===== src/rtl/sst_pkg.sv =====
`default_nettype none

package sst_pkg;

  localparam int DATA_WIDTH_DEF = 16;
  localparam int FRAC_BITS_DEF  = 8;

  localparam int S_FRAC = 16;
  localparam int S_W    = S_FRAC + 1;
  localparam int T_W    = S_FRAC + 2;
  localparam int H_W    = S_FRAC + 1;
  localparam int S_HALF = 1 << (S_FRAC - 1);
  localparam int T_THREE = 3 << S_FRAC;

  localparam int CFG_IDX_W = 2;
  typedef logic [CFG_IDX_W-1:0] cfg_idx_t;
  localparam cfg_idx_t CFG_X_LOW  = 2'd0;
  localparam cfg_idx_t CFG_X_HIGH = 2'd1;
  localparam cfg_idx_t CFG_Y_LOW  = 2'd2;
  localparam cfg_idx_t CFG_Y_HIGH = 2'd3;

  typedef logic [1:0] sel_t;
  localparam sel_t SEL_LOW  = 2'd0;
  localparam sel_t SEL_HIGH = 2'd1;
  localparam sel_t SEL_MID  = 2'd2;

  typedef struct packed {
    logic valid;
    sel_t sel;
  } ctl_t;

endpackage

`default_nettype wire


===== src/rtl/sst_front.sv =====
`default_nettype none

module sst_front #(
  parameter int DATA_WIDTH = sst_pkg::DATA_WIDTH_DEF
) (
  input  wire                          clk,
  input  wire                          rst_n,
  input  wire  signed [DATA_WIDTH-1:0] x_low,
  input  wire  signed [DATA_WIDTH-1:0] x_high,
  input  wire                          valid_i,
  input  wire  signed [DATA_WIDTH-1:0] act_i,
  output logic                         ready_o,
  output sst_pkg::ctl_t                ctl_o,
  output logic        [DATA_WIDTH-1:0] num_o,
  input  wire                          ready_i
);

  sst_pkg::ctl_t         ctl_r;
  sst_pkg::ctl_t         ctl_nxt;
  logic [DATA_WIDTH-1:0] num_r;
  logic [DATA_WIDTH-1:0] num_nxt;

  always_comb begin
    ctl_nxt.valid = valid_i;
    if (act_i > x_high) begin
      ctl_nxt.sel = sst_pkg::SEL_HIGH;
    end else if (act_i > x_low) begin
      ctl_nxt.sel = sst_pkg::SEL_MID;
    end else begin
      ctl_nxt.sel = sst_pkg::SEL_LOW;
    end
    num_nxt = DATA_WIDTH'(act_i - x_low);
  end

  assign ready_o = ~ctl_r.valid | ready_i;

  always_ff @(posedge clk) begin
    if (!rst_n) begin
      ctl_r <= '0;
    end else if (ready_o) begin
      ctl_r <= ctl_nxt;
    end
  end

  always_ff @(posedge clk) begin
    if (ready_o) begin
      num_r <= num_nxt;
    end
  end

  assign ctl_o = ctl_r;
  assign num_o = num_r;

endmodule

`default_nettype wire


===== src/rtl/sst_div.sv =====
`default_nettype none

module sst_div #(
  parameter int DATA_WIDTH = sst_pkg::DATA_WIDTH_DEF
) (
  input  wire                          clk,
  input  wire                          rst_n,
  input  wire  [DATA_WIDTH-1:0]        den,
  input  sst_pkg::ctl_t                ctl_i,
  input  wire  [DATA_WIDTH-1:0]        num_i,
  output logic                         ready_o,
  output sst_pkg::ctl_t                ctl_o,
  output logic [sst_pkg::S_W-1:0]      quo_o,
  input  wire                          ready_i
);

  localparam int NSTG = sst_pkg::S_W;

  sst_pkg::ctl_t          ctl_r [NSTG];
  logic [sst_pkg::S_W-1:0] quo_r [NSTG];
  logic [DATA_WIDTH-1:0]  rem_r [NSTG-1];
  logic [NSTG:0]          stg_rdy;

  assign stg_rdy[NSTG] = ready_i;

  for (genvar k = 0; k < NSTG; k++) begin : g_stg
    sst_pkg::ctl_t           ctl_prev;
    logic [sst_pkg::S_W-1:0] quo_prev;
    logic [DATA_WIDTH:0]     trial;
    logic                    ge;
    logic [DATA_WIDTH-1:0]   rem_nxt;
    logic [sst_pkg::S_W-1:0] quo_nxt;

    if (k == 0) begin : g_first
      always_comb begin
        ctl_prev = ctl_i;
        quo_prev = '0;
        trial    = {1'b0, num_i};
      end
    end else begin : g_next
      always_comb begin
        ctl_prev = ctl_r[k-1];
        quo_prev = quo_r[k-1];
        trial    = {rem_r[k-1], 1'b0};
      end
    end

    always_comb begin
      ge      = trial >= {1'b0, den};
      rem_nxt = ge ? DATA_WIDTH'(trial - {1'b0, den}) : DATA_WIDTH'(trial);
      quo_nxt = {quo_prev[sst_pkg::S_W-2:0], ge};
    end

    assign stg_rdy[k] = ~ctl_r[k].valid | stg_rdy[k+1];

    always_ff @(posedge clk) begin
      if (!rst_n) begin
        ctl_r[k] <= '0;
      end else if (stg_rdy[k]) begin
        ctl_r[k] <= ctl_prev;
      end
    end

    always_ff @(posedge clk) begin
      if (stg_rdy[k]) begin
        quo_r[k] <= quo_nxt;
      end
    end

    if (k < NSTG - 1) begin : g_rem
      always_ff @(posedge clk) begin
        if (stg_rdy[k]) begin
          rem_r[k] <= rem_nxt;
        end
      end
    end
  end

  assign ready_o = stg_rdy[0];
  assign ctl_o   = ctl_r[NSTG-1];
  assign quo_o   = quo_r[NSTG-1];

endmodule

`default_nettype wire


===== src/rtl/sst_poly.sv =====
`default_nettype none

module sst_poly (
  input  wire                        clk,
  input  wire                        rst_n,
  input  sst_pkg::ctl_t              ctl_i,
  input  wire  [sst_pkg::S_W-1:0]    s_i,
  output logic                       ready_o,
  output sst_pkg::ctl_t              ctl_o,
  output logic [sst_pkg::H_W-1:0]    h_o,
  input  wire                        ready_i
);

  localparam int SQ_W = 2 * sst_pkg::S_W;
  localparam int P_W  = sst_pkg::S_W + sst_pkg::T_W;

  sst_pkg::ctl_t           ctl_a_r;
  sst_pkg::ctl_t           ctl_b_r;
  logic [sst_pkg::S_W-1:0] s2_r;
  logic [sst_pkg::S_W-1:0] s2_nxt;
  logic [sst_pkg::T_W-1:0] t_r;
  logic [sst_pkg::T_W-1:0] t_nxt;
  logic [sst_pkg::H_W-1:0] h_r;
  logic [sst_pkg::H_W-1:0] h_nxt;
  logic [SQ_W-1:0]         sq;
  logic [SQ_W-1:0]         sq_rnd;
  logic [P_W-1:0]          prod;
  logic [P_W-1:0]          prod_rnd;
  logic                    rdy_a;
  logic                    rdy_b;

  always_comb begin
    sq     = SQ_W'(s_i) * SQ_W'(s_i);
    sq_rnd = sq + SQ_W'(sst_pkg::S_HALF);
    s2_nxt = sst_pkg::S_W'(sq_rnd >> sst_pkg::S_FRAC);
    t_nxt  = sst_pkg::T_W'(sst_pkg::T_THREE) - {s_i, 1'b0};
  end

  always_comb begin
    prod     = P_W'(s2_r) * P_W'(t_r);
    prod_rnd = prod + P_W'(sst_pkg::S_HALF);
    h_nxt    = sst_pkg::H_W'(prod_rnd >> sst_pkg::S_FRAC);
  end

  assign rdy_b   = ~ctl_b_r.valid | ready_i;
  assign rdy_a   = ~ctl_a_r.valid | rdy_b;
  assign ready_o = rdy_a;

  always_ff @(posedge clk) begin
    if (!rst_n) begin
      ctl_a_r <= '0;
      ctl_b_r <= '0;
    end else begin
      if (rdy_a) begin
        ctl_a_r <= ctl_i;
      end
      if (rdy_b) begin
        ctl_b_r <= ctl_a_r;
      end
    end
  end

  always_ff @(posedge clk) begin
    if (rdy_a) begin
      s2_r <= s2_nxt;
      t_r  <= t_nxt;
    end
    if (rdy_b) begin
      h_r <= h_nxt;
    end
  end

  assign ctl_o = ctl_b_r;
  assign h_o   = h_r;

endmodule

`default_nettype wire


===== src/rtl/sst_scale.sv =====
`default_nettype none

module sst_scale #(
  parameter int DATA_WIDTH = sst_pkg::DATA_WIDTH_DEF
) (
  input  wire                          clk,
  input  wire                          rst_n,
  input  wire  signed [DATA_WIDTH:0]   dy,
  input  wire         [DATA_WIDTH-1:0] y_low,
  input  wire         [DATA_WIDTH-1:0] y_high,
  input  sst_pkg::ctl_t                ctl_i,
  input  wire  [sst_pkg::H_W-1:0]      h_i,
  output logic                         ready_o,
  output logic                         out_valid,
  output logic        [DATA_WIDTH-1:0] out_response,
  input  wire                          out_stall
);

  localparam int PW = DATA_WIDTH + sst_pkg::H_W + 2;

  sst_pkg::ctl_t         ctl_c_r;
  logic signed [PW-1:0]  prod_r;
  logic signed [PW-1:0]  prod_nxt;
  logic signed [PW-1:0]  shifted;
  logic                  out_valid_r;
  logic [DATA_WIDTH-1:0] resp_r;
  logic [DATA_WIDTH-1:0] resp_nxt;
  logic                  rdy_c;
  logic                  rdy_d;

  always_comb begin
    prod_nxt = $signed(dy) * $signed({1'b0, h_i});
    prod_nxt = prod_nxt + PW'(sst_pkg::S_HALF);
  end

  always_comb begin
    shifted = prod_r >>> sst_pkg::S_FRAC;
    unique case (ctl_c_r.sel)
      sst_pkg::SEL_HIGH: resp_nxt = y_high;
      sst_pkg::SEL_MID:  resp_nxt = y_low + shifted[DATA_WIDTH-1:0];
      default:           resp_nxt = y_low;
    endcase
  end

  assign rdy_d   = ~out_valid_r | ~out_stall;
  assign rdy_c   = ~ctl_c_r.valid | rdy_d;
  assign ready_o = rdy_c;

  always_ff @(posedge clk) begin
    if (!rst_n) begin
      ctl_c_r     <= '0;
      out_valid_r <= 1'b0;
    end else begin
      if (rdy_c) begin
        ctl_c_r <= ctl_i;
      end
      if (rdy_d) begin
        out_valid_r <= ctl_c_r.valid;
      end
    end
  end

  always_ff @(posedge clk) begin
    if (rdy_c) begin
      prod_r <= prod_nxt;
    end
    if (rdy_d) begin
      resp_r <= resp_nxt;
    end
  end

  assign out_valid    = out_valid_r;
  assign out_response = resp_r;

endmodule

`default_nettype wire


===== src/rtl/smoothstep_threshold_top.sv =====
// Clamped smoothstep threshold on a stream of signed fixed-point activations.
// Input channel: in_valid / in_stall with in_activation; a transaction happens
// on a rising edge with in_valid high and in_stall low. Each input transaction
// yields exactly one out_response transaction, in order, on out_valid /
// out_stall under the same rule.
// The pipeline holds one compare stage, a 17-stage restoring divider that forms
// one quotient bit per stage, two multiply stages for the cubic and two for the
// output scaling.
// Throughput is one transaction per cycle while out_stall is low; every stage is fully pipelined.
// The cfg port writes one of x_low, x_high, y_low, y_high (index 0..3) per cfg_we;
// write it only while no transaction is in flight.
// Reset (rst_n low, synchronous) empties the pipeline and loads the unit form:
// thresholds 0 and 1.0, levels 0 and 1.0.
// While out_stall is high a valid output holds; earlier stages keep filling any
// empty slots, and in_stall rises once the pipeline is full.
`default_nettype none

module smoothstep_threshold_top #(
  parameter int DATA_WIDTH = sst_pkg::DATA_WIDTH_DEF,
  parameter int FRAC_BITS  = sst_pkg::FRAC_BITS_DEF
) (
  input  wire                             clk,
  input  wire                             rst_n,
  input  wire                             in_valid,
  output logic                            in_stall,
  input  wire  signed [DATA_WIDTH-1:0]    in_activation,
  output logic                            out_valid,
  input  wire                             out_stall,
  output logic signed [DATA_WIDTH-1:0]    out_response,
  input  wire                             cfg_we,
  input  wire  [sst_pkg::CFG_IDX_W-1:0]   cfg_index,
  input  wire  [DATA_WIDTH-1:0]           cfg_wdata
);

  localparam logic [DATA_WIDTH-1:0] ONE_C = {{(DATA_WIDTH-1){1'b0}}, 1'b1} << FRAC_BITS;

  logic signed [DATA_WIDTH-1:0] x_low_r;
  logic signed [DATA_WIDTH-1:0] x_high_r;
  logic signed [DATA_WIDTH-1:0] y_low_r;
  logic signed [DATA_WIDTH-1:0] y_high_r;
  logic        [DATA_WIDTH-1:0] den_r;
  logic signed [DATA_WIDTH:0]   dy_r;

  sst_pkg::ctl_t           front_ctl;
  logic [DATA_WIDTH-1:0]   front_num;
  logic                    front_rdy;
  sst_pkg::ctl_t           div_ctl;
  logic [sst_pkg::S_W-1:0] div_quo;
  logic                    div_rdy;
  sst_pkg::ctl_t           poly_ctl;
  logic [sst_pkg::H_W-1:0] poly_h;
  logic                    poly_rdy;
  logic                    scale_rdy;
  logic [DATA_WIDTH-1:0]   resp;

  always_ff @(posedge clk) begin
    if (!rst_n) begin
      x_low_r  <= '0;
      x_high_r <= ONE_C;
      y_low_r  <= '0;
      y_high_r <= ONE_C;
    end else if (cfg_we) begin
      unique case (cfg_index)
        sst_pkg::CFG_X_LOW:  x_low_r  <= cfg_wdata;
        sst_pkg::CFG_X_HIGH: x_high_r <= cfg_wdata;
        sst_pkg::CFG_Y_LOW:  y_low_r  <= cfg_wdata;
        sst_pkg::CFG_Y_HIGH: y_high_r <= cfg_wdata;
        default: ;
      endcase
    end
  end

  always_ff @(posedge clk) begin
    den_r <= DATA_WIDTH'(x_high_r - x_low_r);
    dy_r  <= (DATA_WIDTH+1)'(y_high_r) - (DATA_WIDTH+1)'(y_low_r);
  end

  sst_front #(
    .DATA_WIDTH(DATA_WIDTH)
  ) u_front (
    .clk    (clk),
    .rst_n  (rst_n),
    .x_low  (x_low_r),
    .x_high (x_high_r),
    .valid_i(in_valid),
    .act_i  (in_activation),
    .ready_o(front_rdy),
    .ctl_o  (front_ctl),
    .num_o  (front_num),
    .ready_i(div_rdy)
  );

  sst_div #(
    .DATA_WIDTH(DATA_WIDTH)
  ) u_div (
    .clk    (clk),
    .rst_n  (rst_n),
    .den    (den_r),
    .ctl_i  (front_ctl),
    .num_i  (front_num),
    .ready_o(div_rdy),
    .ctl_o  (div_ctl),
    .quo_o  (div_quo),
    .ready_i(poly_rdy)
  );

  sst_poly u_poly (
    .clk    (clk),
    .rst_n  (rst_n),
    .ctl_i  (div_ctl),
    .s_i    (div_quo),
    .ready_o(poly_rdy),
    .ctl_o  (poly_ctl),
    .h_o    (poly_h),
    .ready_i(scale_rdy)
  );

  sst_scale #(
    .DATA_WIDTH(DATA_WIDTH)
  ) u_scale (
    .clk         (clk),
    .rst_n       (rst_n),
    .dy          (dy_r),
    .y_low       (y_low_r),
    .y_high      (y_high_r),
    .ctl_i       (poly_ctl),
    .h_i         (poly_h),
    .ready_o     (scale_rdy),
    .out_valid   (out_valid),
    .out_response(resp),
    .out_stall   (out_stall)
  );

  assign in_stall     = ~front_rdy;
  assign out_response = resp;

endmodule

`default_nettype wire


===== config.mk =====
export PLATFORM = sky130hd
export DESIGN_NAME = smoothstep_threshold_top
export DESIGN_NICKNAME = d
export VERILOG_FILES = /design/src/rtl/sst_pkg.sv /design/src/rtl/sst_front.sv /design/src/rtl/sst_div.sv /design/src/rtl/sst_poly.sv /design/src/rtl/sst_scale.sv /design/src/rtl/smoothstep_threshold_top.sv
export SDC_FILE = /design/constraint.sdc
export NUM_CORES = 2
export LEC_CHECK = 0
export ABC_AREA = 1
export ABC_CLOCK_PERIOD_IN_PS = 6800
export BUFFER_PORTS_ARGS = -buffer_cell sky130_fd_sc_hd__buf_2
export CAP_MARGIN = 20
export CORE_ASPECT_RATIO = 0.6
export CORE_MARGIN = 3
export CORE_UTILIZATION = 35
export DETAILED_ROUTE_END_ITERATION = 8
export SKIP_LAST_GASP = 1
export SYNTH_ARGS = -nofsm -noshare
export SYNTH_HDL_FRONTEND = slang
export SYNTH_SLANG_ARGS = --single-unit

===== constraint.sdc =====
create_clock -name clk -period 6.8 [get_ports clk]
set_input_delay 1.02 -clock clk [delete_from_list [all_inputs] [get_ports clk]]
set_output_delay 1.02 -clock clk [all_outputs]
set_load 0.005 [all_outputs]

==> results_dict.tcl <==
set metrics [dict create \
    cts_max_level 3 \
    period_share_pct 94.52 \
    syn_avg_cell_area_um2 8.830 \
    vias_per_cell 4.882 \
    die_x_um 561.6 \
    endpoint "u_scale.prod_r[27]$_DFFE_PP_" \
    stdcell_count 9861 \
    slew-limit-headroom_pct 27.92 \
    timing.rr.end "u_scale.prod_r[27]$_DFFE_PP_" \
    postLayoutCellArea_um2 70690 \
    r2r_cells 17 \
    ys_async_sr_fraction_pct 0 \
    fin_worst_skew_ns 0.04400 \
    drt_wl_total_um 169100 \
    setup_ws_ns 0.3724 \
    finalNetCount 8718 \
    antenna_found_initial 5 \
    core_um2 182700 \
    drt_pass1_iterations 6 \
    layout_common_cells "nand2_1, inv_1, ha_1" \
    grt_pass1_vias 46884 \
    rr_startpoint "u_poly.h_o[8]$_DFFE_PP_" \
    vias 48145 \
    syn-cell-area_um2 64820 \
    cts_root_buf "clkbuf_16" \
    critPathKind "flip-flop to flip-flop" \
    slew_violations 0 \
    wl_per_cell_um 17.15 \
    crit_arrival_ns 6.85 \
    grt.total_usage_pct 17.76 \
    clkLatencyLatePin_ns 0.68 \
    setup_tns_ns 0 \
    yosysSeqAreaShare_pct 29.29 \
    outcome "finished, final reports clean" \
    critPathLaunchType "flip-flop" \
    cts_made_buffers 71 \
    setup_violations 0 \
    area.growth.synth_to_final_pct 9.051 \
    dieArea_um2 190600 \
    ant_nets 0 \
    cts.clk_slew.worst_paths_ns 0.06 \
    pin_count 57 \
    grt-ovfl-total 0 \
    n_fill_cell 18186 \
    ys_ff_latch 669 \
    drc_errors 0 \
    ys_types 55 \
    tritoncts "done" \
    synth_nets 8714 \
    dpl.hpwl_um 135400 \
    synthFlopType "edfxtp_1" \
    tightest_slew_ns 1.080 \
    hold_violations 0 \
    syn_inst 7341 \
    grt_max_degree 91 \
    fmax_mhz 155.6 \
    drtIter0Drc 4218 \
    fp.dieH_um 339.4 \
    critPathMaxFanout 17 \
    grt_pass1_wl_um 269100 \
    drv_cap 0 \
    num_rows 121 \
    gp_congestion 0.9190 \
    placed_cells 9707 \
    dpl_worst_slack_ns 0.3213 \
    final_common_cell "nand2_1" \
    place_area_um2 67940 \
    start_util_pct 35.47 \
    crit_required_ns 7.22 \
    synth_edf_count 559 \
    r2r_slack_ns 0.37 \
    crit_path_start "u_poly.h_o[8]$_DFFE_PP_" \
    endpoint_kind "flip-flop" \
    drive_gt1_share_pct 4.243 \
    fin_crit_ns 6.428 \
    cts_hold_buf 0 \
    clock-sinks 669 \
    synth_warnings 0 \
    hp-class "flip-flop to flip-flop" \
    clock_path_buffers 3 \
    portBuffers 56 \
]
[through the flow]
stage               utilization [%]  hold slack (ns)
floorplan                         -           0.4003
detailed placement            37.18           0.4045
CTS                           38.49           0.4121
global route                  38.68           0.4149
global placement              37.17           0.4019
finish                        38.68           0.4109
[registers in the layout (all words and copies together), names as in the netlist, 17 cells and up]
| signal | flops |
|---|---|
| u_poly.t_r | 17 |
| u_div.quo_r | 153 |
| u_div.ctl_r | 51 |
| u_div.rem_r | 256 |
| u_poly.h_o | 17 |
| dy_r | 17 |
| u_poly.s2_r | 17 |
[area by class of cell]
type / count / area [um2] / share of cell area (%)
Multi-Input combinational cell: 4905 / 39180 / 55.42
Antenna cell: 1 / 2.502 / 0.003540
Clock inverter: 47 / 566.8 / 0.8018
Timing Repair Buffer: 170 / 1304 / 1.844
Tap cell: 2460 / 3078 / 4.354
Clock buffer: 81 / 1836 / 2.597
Inverter: 1528 / 5736 / 8.114
Sequential cell: 669 / 18990 / 26.86
[cell families (layout without fill, tap and decap cells)]
logic type | Yosys count | in the layout | share of synthesized area (%)
AOI/OAI and AO/OA | 1113 | 1113 | 9.275
xor gates and xnor gates | 333 | 333 | 4.499
adders and majority gates | 1334 | 1334 | 33.39
buffers and inverters | 1767 | 1826 | 10.28
DFF | 669 | 669 | 29.29
other | 0 | 1 | 0
and+or+nand+nor | 2125 | 2125 | 13.26
[how the worst min path moves through the flow]
stage	startpoint	to	slack [ns]	depth (start not counted)
6_report	u_div.quo_r[0][249]$_DFFE_PP_	u_div.quo_r[0][267]$_DFFE_PP_	0.41	0
5_1_grt	u_div.quo_r[0][249]$_DFFE_PP_	u_div.quo_r[0][267]$_DFFE_PP_	0.41	0
4_1_cts	u_div.quo_r[0][249]$_DFFE_PP_	u_div.quo_r[0][267]$_DFFE_PP_	0.41	0
3_5_place_dp	u_div.quo_r[0][88]$_DFFE_PP_	u_div.quo_r[0][106]$_DFFE_PP_	0.40	0
3_3_place_gp	u_div.quo_r[0][161]$_DFFE_PP_	u_div.quo_r[0][179]$_DFFE_PP_	0.40	0
2_1_floorplan	u_div.quo_r[0][85]$_DFFE_PP_	u_div.quo_r[0][103]$_DFFE_PP_	0.40	0
[Yosys cell counts (all sizes together), types with 7 or more instances]
cell type	number	share of area (%)
o21ai	461	3.6
or2	11	0.11
clkbuf	208	1.2
o21bai	16	0.19
a22oi	16	0.19
nor3	52	0.40
o21a	7	0.081
o2111ai	14	0.19
xor2	181	2.4
inv	1522	8.8
ha	674	13
dfxtp	110	3.4
nand2	1521	8.8
edfxtp	559	26
nor2	332	2.0
a211oi	7	0.081
o211ai	12	0.14
a31oi	18	0.17
buf	31	0.23
nand3	152	1.2
xnor2	152	2.1
a21oi	494	3.8
nand4	45	0.55
a21o	23	0.27
fa	660	20
a21boi	14	0.17
[repair_timing]
item | 4_1_cts | 5_1_grt
endpoints found under the setup margin | 0 | 4
setup buffers | 0 | 16
resized for setup | 0 | 0
[worst max-delay path: stages (launching register included)]
cell	delay [ns]
edfxtp_1	0.97
nand2_1	0.22
fa_1	0.57
fa_1	0.48
fa_1	0.44
inv_1	0.08
fa_1	0.44
fa_1	0.56
inv_1	0.05
fa_1	0.50
inv_1	0.06
ha_1	0.32
nand4_1	0.11
o21ai_0	0.39
a21boi_0	0.28
o21bai_1	0.42
a21oi_1	0.14
xnor2_1	0.16
[routing by layer]
metal	GRT usage, %	share of wire (%)	vias to the layer above
li1	-	-	23302
met1	29.70	53	23062
met3	4.940	9.9	133
met4	2.678	1.3	0
met2	22.06	36	1648
met5	0	0	-
Power is left out: the tool's default activity adds up to more than one toggle a clock period on the data nets, which glitch-free logic cannot reach.
